**config.mk**
```make
export PLATFORM = sky130hd
export DESIGN_NAME = fifo_with_positional_read_remove
export DESIGN_NICKNAME = d
export VERILOG_FILES = /design/src/rtl/fwpr_pkg.sv /design/src/rtl/fwpr_cells.sv /design/src/rtl/fifo_with_positional_read_remove.sv
export SDC_FILE = /design/constraint.sdc
export NUM_CORES = 1
export LEC_CHECK = 0
export BUFFER_PORTS_ARGS = -buffer_cell sky130_fd_sc_hd__buf_2
export CAP_MARGIN = 25
export CORE_AREA = 10 10 242 244
export CTS_BUF_LIST = sky130_fd_sc_hd__clkbuf_8
export DETAILED_ROUTE_END_ITERATION = 6
export DIE_AREA = 0 0 252 254
export PLACE_DENSITY = 0.82
export SYNTH_ARGS = -nofsm -noshare
export SYNTH_HDL_FRONTEND = slang
export SYNTH_SLANG_ARGS = --single-unit
```
**constraint.sdc**
```tcl
create_clock -name clk_i -period 6.7 [get_ports clk_i]
set_input_delay 0 -clock clk_i [delete_from_list [all_inputs] [get_ports clk_i]]
set_output_delay 0 -clock clk_i [all_outputs]
set_load 0.02 [all_outputs]
```
**src/rtl/fwpr_pkg.sv**
```systemverilog
// shared types and constants for the indexed-access fifo
`timescale 1ns / 1ps

package fwpr_pkg;

  // queue geometry
  localparam int unsigned DEPTH  = 16;
  localparam int unsigned DATA_W = 32;
  localparam int unsigned IDX_W  = $clog2(DEPTH);
  localparam int unsigned CNT_W  = $clog2(DEPTH + 1);

  // fixed field widths of the stream beats
  localparam int unsigned WORD_W = 32;
  localparam int unsigned POS_W  = 4;
  localparam int unsigned CMP_W  = (CNT_W > POS_W) ? CNT_W : POS_W;

  // stream packing
  localparam int unsigned S_TDATA_W = 40;
  localparam int unsigned S_TUSER_W = 2;
  localparam int unsigned M_TDATA_W = 104;

  // request kinds
  typedef enum logic [1:0] {
    REQ_ENQUEUE = 2'd0,
    REQ_DEQUEUE = 2'd1,
    REQ_READ    = 2'd2,
    REQ_REMOVE  = 2'd3
  } req_e;

  typedef struct packed {
    req_e               req_type;
    logic [WORD_W-1:0]  data_in;
    logic [POS_W-1:0]   position;
  } req_t;

  typedef struct packed {
    logic               ok;
    logic [WORD_W-1:0]  read_data;
    logic [WORD_W-1:0]  head_data;
    logic [WORD_W-1:0]  tail_data;
    logic               not_empty;
    logic [4:0]         entry_count;
  } rsp_t;

endpackage

```
**src/rtl/fwpr_cells.sv**
```systemverilog
// register cells of the queue with enqueue, dequeue, indexed read and remove
`timescale 1ns / 1ps

module fwpr_cells (
  input  logic           clk_i,
  input  logic           rst_ni,
  input  logic           fire_i,
  input  fwpr_pkg::req_t req_i,
  output fwpr_pkg::rsp_t rsp_o
);
  import fwpr_pkg::*;

  logic [DATA_W-1:0] entry_q [DEPTH];
  logic [DATA_W-1:0] entry_d [DEPTH];
  logic [CNT_W-1:0]  count_q, count_d;
  logic [DATA_W-1:0] tail_q, tail_d;

  logic [CMP_W-1:0]  pos_cmp;
  logic [CMP_W-1:0]  cnt_cmp;
  logic              pos_hit;
  logic              pos_last;
  logic              full;
  logic              empty;
  logic [IDX_W-1:0]  pos_idx;
  logic [IDX_W-1:0]  rd_idx;
  logic [DATA_W-1:0] rd_word;
  logic [DATA_W-1:0] wr_word;
  logic              enq_ok, deq_ok, read_ok, rem_ok, drop;
  logic [IDX_W-1:0]  drop_idx;
  logic [IDX_W-1:0]  cnt_idx;

  // position checks against the current fill
  assign pos_cmp  = CMP_W'(req_i.position);
  assign cnt_cmp  = CMP_W'(count_q);
  assign pos_hit  = pos_cmp < cnt_cmp;
  assign pos_last = (pos_cmp + CMP_W'(1)) == cnt_cmp;
  assign full     = count_q == CNT_W'(DEPTH);
  assign empty    = count_q == '0;
  assign pos_idx  = IDX_W'(req_i.position);
  assign cnt_idx  = count_q[IDX_W-1:0];
  assign wr_word  = DATA_W'(req_i.data_in);

  // request decode
  assign enq_ok  = (req_i.req_type == REQ_ENQUEUE) && !full;
  assign deq_ok  = (req_i.req_type == REQ_DEQUEUE) && !empty;
  assign read_ok = (req_i.req_type == REQ_READ)    && pos_hit;
  assign rem_ok  = (req_i.req_type == REQ_REMOVE)  && pos_hit;
  assign drop    = deq_ok || rem_ok;
  assign drop_idx = deq_ok ? '0 : pos_idx;

  // single read port: the requested entry, or the new tail on a remove
  assign rd_idx  = (req_i.req_type == REQ_REMOVE) ? (cnt_idx - IDX_W'(2)) : pos_idx;
  assign rd_word = entry_q[rd_idx];

  // next contents of each cell: write at the tail slot or close the gap
  always_comb begin
    for (int i = 0; i < DEPTH; i++) begin
      entry_d[i] = entry_q[i];
    end
    for (int i = 0; i < DEPTH - 1; i++) begin
      if (drop && (IDX_W'(i) >= drop_idx)) begin
        entry_d[i] = entry_q[i+1];
      end
    end
    for (int i = 0; i < DEPTH; i++) begin
      if (enq_ok && (IDX_W'(i) == cnt_idx)) begin
        entry_d[i] = wr_word;
      end
    end
  end

  // tail word and fill count
  always_comb begin
    tail_d  = tail_q;
    count_d = count_q;
    if (enq_ok) begin
      tail_d  = wr_word;
      count_d = count_q + CNT_W'(1);
    end else if (drop) begin
      count_d = count_q - CNT_W'(1);
      if (rem_ok && pos_last) begin
        tail_d = rd_word;
      end
    end
  end

  // result of this request
  always_comb begin
    rsp_o.ok          = enq_ok || drop || read_ok;
    rsp_o.read_data   = read_ok ? WORD_W'(rd_word) : '0;
    rsp_o.not_empty   = count_d != '0;
    rsp_o.head_data   = (count_d != '0) ? WORD_W'(entry_d[0]) : '0;
    rsp_o.tail_data   = (count_d != '0) ? WORD_W'(tail_d) : '0;
    rsp_o.entry_count = 5'(count_d);
  end

  // cell storage, no reset on payload
  always_ff @(posedge clk_i) begin
    if (fire_i) begin
      for (int i = 0; i < DEPTH; i++) begin
        entry_q[i] <= entry_d[i];
      end
      tail_q <= tail_d;
    end
  end

  // fill count
  always_ff @(posedge clk_i or negedge rst_ni) begin
    if (!rst_ni) begin
      count_q <= '0;
    end else if (fire_i) begin
      count_q <= count_d;
    end
  end

endmodule

```
**src/rtl/fifo_with_positional_read_remove.sv**
```systemverilog
// An accepted beat is captured in the input register; its request is then decoded
// and applied to the register cells, and the result is captured in the result
// register, from which the result beat is presented on m_axis.
// Throughput: one request per cycle, held back only by m_axis_tready.
// Reset: rst_ni (asynchronous, active low) empties the queue and drops
// any beat in flight; stored words are undefined until written.
`timescale 1ns / 1ps

module fifo_with_positional_read_remove (
  input  logic                           clk_i,
  input  logic                           rst_ni,
  input  logic                           s_axis_tvalid,
  output logic                           s_axis_tready,
  // [31:0] data_in, [35:32] position, [39:36] zero
  input  logic [fwpr_pkg::S_TDATA_W-1:0] s_axis_tdata,
  // [1:0] req_type
  input  logic [fwpr_pkg::S_TUSER_W-1:0] s_axis_tuser,
  output logic                           m_axis_tvalid,
  input  logic                           m_axis_tready,
  // [0] ok, [32:1] read_data, [64:33] head_data, [96:65] tail_data,
  // [97] not_empty, [102:98] entry_count, [103] zero
  output logic [fwpr_pkg::M_TDATA_W-1:0] m_axis_tdata
);
  import fwpr_pkg::*;

  logic in_vld_q;
  req_t req_q;
  logic out_vld_q;
  rsp_t rsp_q;
  rsp_t rsp;
  logic adv;
  logic fire;
  logic s_acc;

  // handshake
  assign adv           = !out_vld_q || m_axis_tready;
  assign fire          = in_vld_q && adv;
  assign s_axis_tready = !in_vld_q || adv;
  assign s_acc         = s_axis_tvalid && s_axis_tready;

  // input register
  always_ff @(posedge clk_i or negedge rst_ni) begin
    if (!rst_ni) begin
      in_vld_q <= 1'b0;
    end else if (s_acc) begin
      in_vld_q <= 1'b1;
    end else if (fire) begin
      in_vld_q <= 1'b0;
    end
  end

  always_ff @(posedge clk_i) begin
    if (s_acc) begin
      req_q.req_type <= req_e'(s_axis_tuser[1:0]);
      req_q.data_in  <= s_axis_tdata[WORD_W-1:0];
      req_q.position <= s_axis_tdata[WORD_W+POS_W-1:WORD_W];
    end
  end

  // queue cells
  fwpr_cells u_cells (
    .clk_i  (clk_i),
    .rst_ni (rst_ni),
    .fire_i (fire),
    .req_i  (req_q),
    .rsp_o  (rsp)
  );

  // result register
  always_ff @(posedge clk_i or negedge rst_ni) begin
    if (!rst_ni) begin
      out_vld_q <= 1'b0;
    end else if (fire) begin
      out_vld_q <= 1'b1;
    end else if (m_axis_tready) begin
      out_vld_q <= 1'b0;
    end
  end

  always_ff @(posedge clk_i) begin
    if (fire) begin
      rsp_q <= rsp;
    end
  end

  // output beat packing
  assign m_axis_tvalid = out_vld_q;
  assign m_axis_tdata  = {1'b0, rsp_q.entry_count, rsp_q.not_empty, rsp_q.tail_data,
                          rsp_q.head_data, rsp_q.read_data, rsp_q.ok};

endmodule

```
Yosys cells after proc, flatten, opt, wreduce, memory -nomap -nowiden
Memories as Yosys holds them, arrays and structs flattened.
Cells that the tools add are included.
- flip-flop bits (word level): 180
- RAM bits: 512
- input bits: 46
- memories kept: 1
- memories (memory ; words ; bits a word ; read ports ; clocked after memory_dff ; wr ports ; RTL line ; RTL):
    u_cells.entry_q ; 16 ; 32 ; 17 ; 0 ; 16 ; fwpr_cells.sv:13 ; logic [DATA_W-1:0] entry_q [DEPTH];
- $add $sub $neg: 4
- order comparisons: 16
- equality and inequality tests: 20
- mux-type cells: 44
- reduce and logical (&&, ||, !) cells: 53
- operators with widths (kind ; count):
    2-to-1 mux 32 bit ; 34
    logical AND 1 bit ; 38
    equality test 4 bit (first input constant) ; 8
    >= comparator 4 bit (first input constant) ; 7
    equality test 3 x 4 -> 1 bit (first input constant) ; 4
    >= comparator 3 x 4 -> 1 bit (first input constant) ; 4
    2-to-1 mux 5 bit ; 2
    equality test 2 x 4 -> 1 bit (first input constant) ; 2
    >= comparator 1 x 4 -> 1 bit (first input constant) ; 2
    >= comparator 2 x 4 -> 1 bit (first input constant) ; 2
    2-to-1 mux 4 bit ; 2
    2-to-1 mux 1 bit ; 6
    adder 4 x 1 -> 5 bit (second input constant) ; 1
    adder 5 x 1 -> 5 bit (second input constant) ; 1
    equality test 5 bit ; 1
    equality test 5 bit (second input constant) ; 1
    zero test 5 bit ; 1
    logical OR 1 bit ; 5
    < comparator 4 x 5 -> 1 bit ; 1
    nonzero test 5 bit ; 1
    subtractor 5 x 1 -> 5 bit (second input constant) ; 1
    equality test 1 x 4 -> 1 bit (first input constant) ; 1
    equality test 2 bit (second input constant) ; 2
    zero test 1 bit ; 4
    5 further kinds ; 6

Depth between registers and ports, before layout
- depth after elaboration: 8
- gate-level depth with buffers: 12
- gate-level depth less buffers: 9

Modules after synthesis
Synthesis repeated with hierarchy kept, for this count alone.
- cells, all modules: 2519
- area, all modules: 34212.8 sq um
- by module, submodules not included (module ; instances ; cells each ; area an instance (sq um)):
    fwpr_cells ; 1 ; 2368 ; 29863.6
    fifo_with_positional_read_remove ; 1 ; 151 ; 4349.2

Worst setup path after synthesis
OpenSTA, ideal clock, no wires.
- kind: register -> register
- start: register u_cells.cnt_cmp[1] (netlist name)
- end: memory u_cells.entry_q[3][0], enable pin
- arrival: 4.240 ns
- required time: 6.259 ns
- slack: 2.019 ns
- stages on the path, launching flop included: 12
- path buffers: 4
- clock period less this slack: 4.681 ns
- path through: dfrtp_1 clkbuf_1 inv_1 ha_1 or3b_4 o21a_1 buf_2 and3_1 clkbuf_1 clkbuf_1 inv_1 a31oi_1
- RTL lines (element ; RTL line):
    end, declared ; fwpr_cells.sv:13

Final worst setup path
- start: register u_cells.count_q[1] (netlist: u_cells.cnt_cmp[1])
- end: register rsp_q (netlist bit m_axis_tdata[56]), data pin
- longest elaborated chain between the ends: 8
- ends and longest elaborated chain (element ; RTL line ; RTL):
    start, declared ; fwpr_cells.sv:15 ; logic [CNT_W-1:0] count_q, count_d;
    start signal, assigned ; fwpr_cells.sv:112 ; count_q <= count_d;
    zero test 5 bit ; fwpr_cells.sv:38 ; assign empty = count_q == '0;
    zero test 1 bit ; fwpr_cells.sv:45 ; assign deq_ok = (req_i.req_type == REQ_DEQUEUE) && !empty;
    logical AND 1 bit ; fwpr_cells.sv:45 ;
    2-to-1 mux 4 bit ; fwpr_cells.sv:49 ; assign drop_idx = deq_ok ? '0 : pos_idx;
    >= comparator 1 x 4 -> 1 bit ; fwpr_cells.sv:61 ; if (drop && (IDX_W'(i) >= drop_idx)) begin
    logical AND 1 bit ; fwpr_cells.sv:61 ;
    2-to-1 mux 32 bit ; fwpr_cells.sv:61 ;
    2-to-1 mux 32 bit ; fwpr_cells.sv:66 ; if (enq_ok && (IDX_W'(i) == cnt_idx)) begin
    end signal, assigned ; fifo_with_positional_read_remove.sv:82 ; rsp_q <= rsp;
    end, declared ; fifo_with_positional_read_remove.sv:29 ; rsp_t rsp_q;
Several ways; a longest one is shown, not always the timed one.
A chain may end at the register's enable or synchronous reset.

==> run metrics <==
root buf cell=clkbuf_8; Ys Warns=0; vias in the first global route=22,898; Final Hold Fails=0; endpoint class of the critical path=flip-flop; post-synthesis xor/xnor area fraction=less than 1%; Wirelength per Cell=approximately 29 um; TNS Setup=0 ns; row count=85; Synth Area in Simple Gates=roughly 6.6%; first-pass GRT wire length=144.1 mm; layout cells sized above 1=around a third; reg-to-reg endpoint=m_axis_tdata[56]; Via density=6.928; final WL=roughly 97 mm; Routed Antenna Nets=0; dpl cells=roughly 3,000; P_leak=roughly 14 nW; crit start category=flip-flop; Reg2Reg Depth=12; Async SR Flop Fraction=under 10%; RSZ-0062 raised after global routing=false; initial antenna violation count=1; cell count after synthesis=around 2,400; post-synth cell types=between 60 and 70; Worst Setup Path Type=flip-flop to flip-flop; worst r2r src=u_cells.cnt_cmp[1]; # H-tree levels=3; register bit total from synthesis=approximately 690; Slew Limit Fails=0; DRT Pass-1 Iters=6; ys flop type=edfxtp_1; Longest Clk Path Bufs=3; WP data required=around 7 ns; Port Buffers=around 150; arrival time at the worst endpoint=just under 5 ns; CTS Sinks=692; most frequent cells in the layout=edfxtp_1 (685), mux2_2 (452), nand2_1 (159), buf_2 (146), mux2i_1 (143); Setup Slack @ Placement=2.245 ns; # fillers=between 3,000 and 4,000; Worst Slack Setup Final=2.162 ns; Die Ht=between 200 and 300 um; top cells by area, synth=edfxtp_1 (61%), mux2_2 (15%), mux2i_1 (4.2%); CP max FO=48; mux cell area share after synthesis=22.11%; clock latency on the worst-skew pair=roughly 0.73 ns; Worst-path clk slew=about 0.060 ns; Detail Placement HPWL=~57 mm; hold path depth=4; largest net degree at the start of global routing=96; commonest non-fill, non-tap cell in the layout=edfxtp_1; leading area contributor after synthesis=edfxtp_1; min Tclk post-route=about 4.5 ns; flop2flop setup slack=roughly 2.2 ns; drt drc=0; EDFF count, synth=slightly below 700; Max Clock Skew=roughly 0.035 ns; post-synthesis adder-cell area fraction=less than 1%; multi-input logic area=between 0.01 and 0.015 mm^2; io pins=approximately 150; area post-placement=0.03557 mm^2; GP Congestion=0.9194; Min-Delay Path Class=input port to flip-flop; DIE AREA=around 0.064 mm^2; Synth Area in Compound Gates=6.641%; initial core utilization=a little under two thirds; core area=0.05360 mm^2; Mapped Area=0.03397 mm^2; # resized after CTS=0; grt total ovfl=0; cell area after layout=roughly 0.038 mm^2; Worst Min Path Start=m_axis_tready; largest family of logic cells by synthesized area=multiplexers; area grow syn2layout=12.72%; final setup vio count=0; hold path endpoint=m_axis_tvalid; synthesized area per cell=between 10 and 15 um^2; Nets=between 2,000 and 3,000; global router's overall resource usage=between 20 and 30%; TritonCTS clock tree=done; Tcrit/Tclk final=between 60% and 70%; top cell type's share of synthesized area=60.55%; Peak Freq=approximately 0.22 GHz; outcome=completed; MaxCap Viol Count=0; actual slew at the worst max-slew pin=approximately 1.1 ns; register area share after synthesis=between 60% and 70%; die width=252 um; Slew headroom=around 28%; cell area power density=between 300 and 400 mW/mm^2; syn_nets=2,431; register area=~0.021 mm^2; maximum vdd drop=231.7 uV; Finished Layout Cells=3,345; Num CTS Buffers=approximately 110; via count=roughly 23,000; number of DRC markers in iteration 0=approximately 3,400
[metal layers]
metal  GRT usage (%)  vias to the layer above  share of wire (%)
li1                -                     9691                  -
met1           40.07                    11551                 38
met2           46.08                     1723                 46
met3           8.479                      209                 14
met4           10.04                        0                2.6
met5               0                        -                  0
[how the worst max path moves through the flow]
stage,from,endpoint,slack (ns),cells past startpoint
final,u_cells.cnt_cmp[1],m_axis_tdata[56],2.16,12
after global routing,u_cells.cnt_cmp[1],m_axis_tdata[66],2.03,12
after floorplan,u_cells.cnt_cmp[1],u_cells.entry_q[3][0],2.02,11
after global placement,u_cells.cnt_cmp[1],m_axis_tdata[56],2.27,12
after CTS,u_cells.cnt_cmp[1],m_axis_tdata[56],2.23,12
after detailed placement,u_cells.cnt_cmp[1],m_axis_tdata[56],2.24,12
[worst max-delay path, cell delays in order (launching register included)]
cell	delay [ns]
dfrtp_1	0.58
inv_1	0.33
ha_1	0.37
or3b_4	0.45
o21a_2	0.20
buf_4	0.33
and3_1	0.30
a31oi_2	0.21
xnor2_2	0.08
buf_4	0.25
nor4_4	0.28
buf_4	0.58
a211oi_1	0.21
[sequential cells by signal, indices dropped and copies added, names as in the netlist]
signal           count
u_cells.entry_q    512
m_axis_tdata       103
req_q               38
u_cells.tail_q      32
u_cells.cnt_cmp      5
in_vld_q             1
m_axis_tvalid        1
[through the flow]
step                total power (W)  utilization, %  hold slack (ns)
floorplan                  0.007576               -          -0.2956
global placement           0.008516           66.22          -0.1574
detailed placement         0.008632           66.37          -0.1528
CTS                         0.01184           71.44           0.1623
global route                0.01231           71.44           0.2398
finish                      0.01191           71.44           0.2072
[cell usage after synthesis, types with 4 or more instances]
cell type / count
xnor2_1: 9
a221oi_1: 11
a211o_1: 21
o22ai_1: 40
a22oi_1: 12
nand4_1: 19
and3_1: 60
nand2b_1: 5
nand2_1: 162
and4_1: 10
o21ai_0: 57
o21a_1: 11
o211ai_1: 19
ha_1: 13
buf_2: 49
buf_1: 6
edfxtp_1: 685
buf_6: 4
mux2i_1: 143
a31oi_1: 17
inv_1: 14
nor2_1: 69
and2_1: 4
dfrtp_1: 7
mux4_2: 44
o41a_1: 21
nand3_1: 115
clkbuf_1: 148
mux2_2: 452
a21oi_1: 60
a211oi_1: 33
[final cells by class]
| type | instances | area share (%) |
|---|---|---|
| clock buffer | 114 | 4.097 |
| antenna | 1 | 0.006535 |
| clock inverter | 80 | 0.8822 |
| inverter | 15 | 0.1601 |
| tap | 696 | 2.274 |
| sequential | 692 | 54.17 |
| timing repair buffer | 291 | 5.411 |
| multi-input combinational | 1456 | 32.99 |
[kinds of logic (layout without fill, tap and decap cells)]
group | Yosys count | count (layout)
xor gates and xnor gates | 12 | 12
DFF | 692 | 692
adders and majority gates | 13 | 13
and+or+nand+nor | 463 | 463
AOI/OAI and AO/OA | 328 | 328
muxes | 639 | 639
other | 1 | 2
buffers and inverters | 224 | 500
[what timing repair did]
item,CTS,global route
hold endpoints to repair,47,0
setup buffers,0,0
hold buffers,81,0
[report_power, final]
part / leakage, nW / internal (W) / total, W / switching [W]
sequential: 6.48 / 0.00539 / 0.00572 / 0.000333
clock: 1.13 / 0.00157 / 0.00323 / 0.00166
combinational: 6.22 / 0.00109 / 0.00297 / 0.00188
Power figures use the tool's default switching activity.
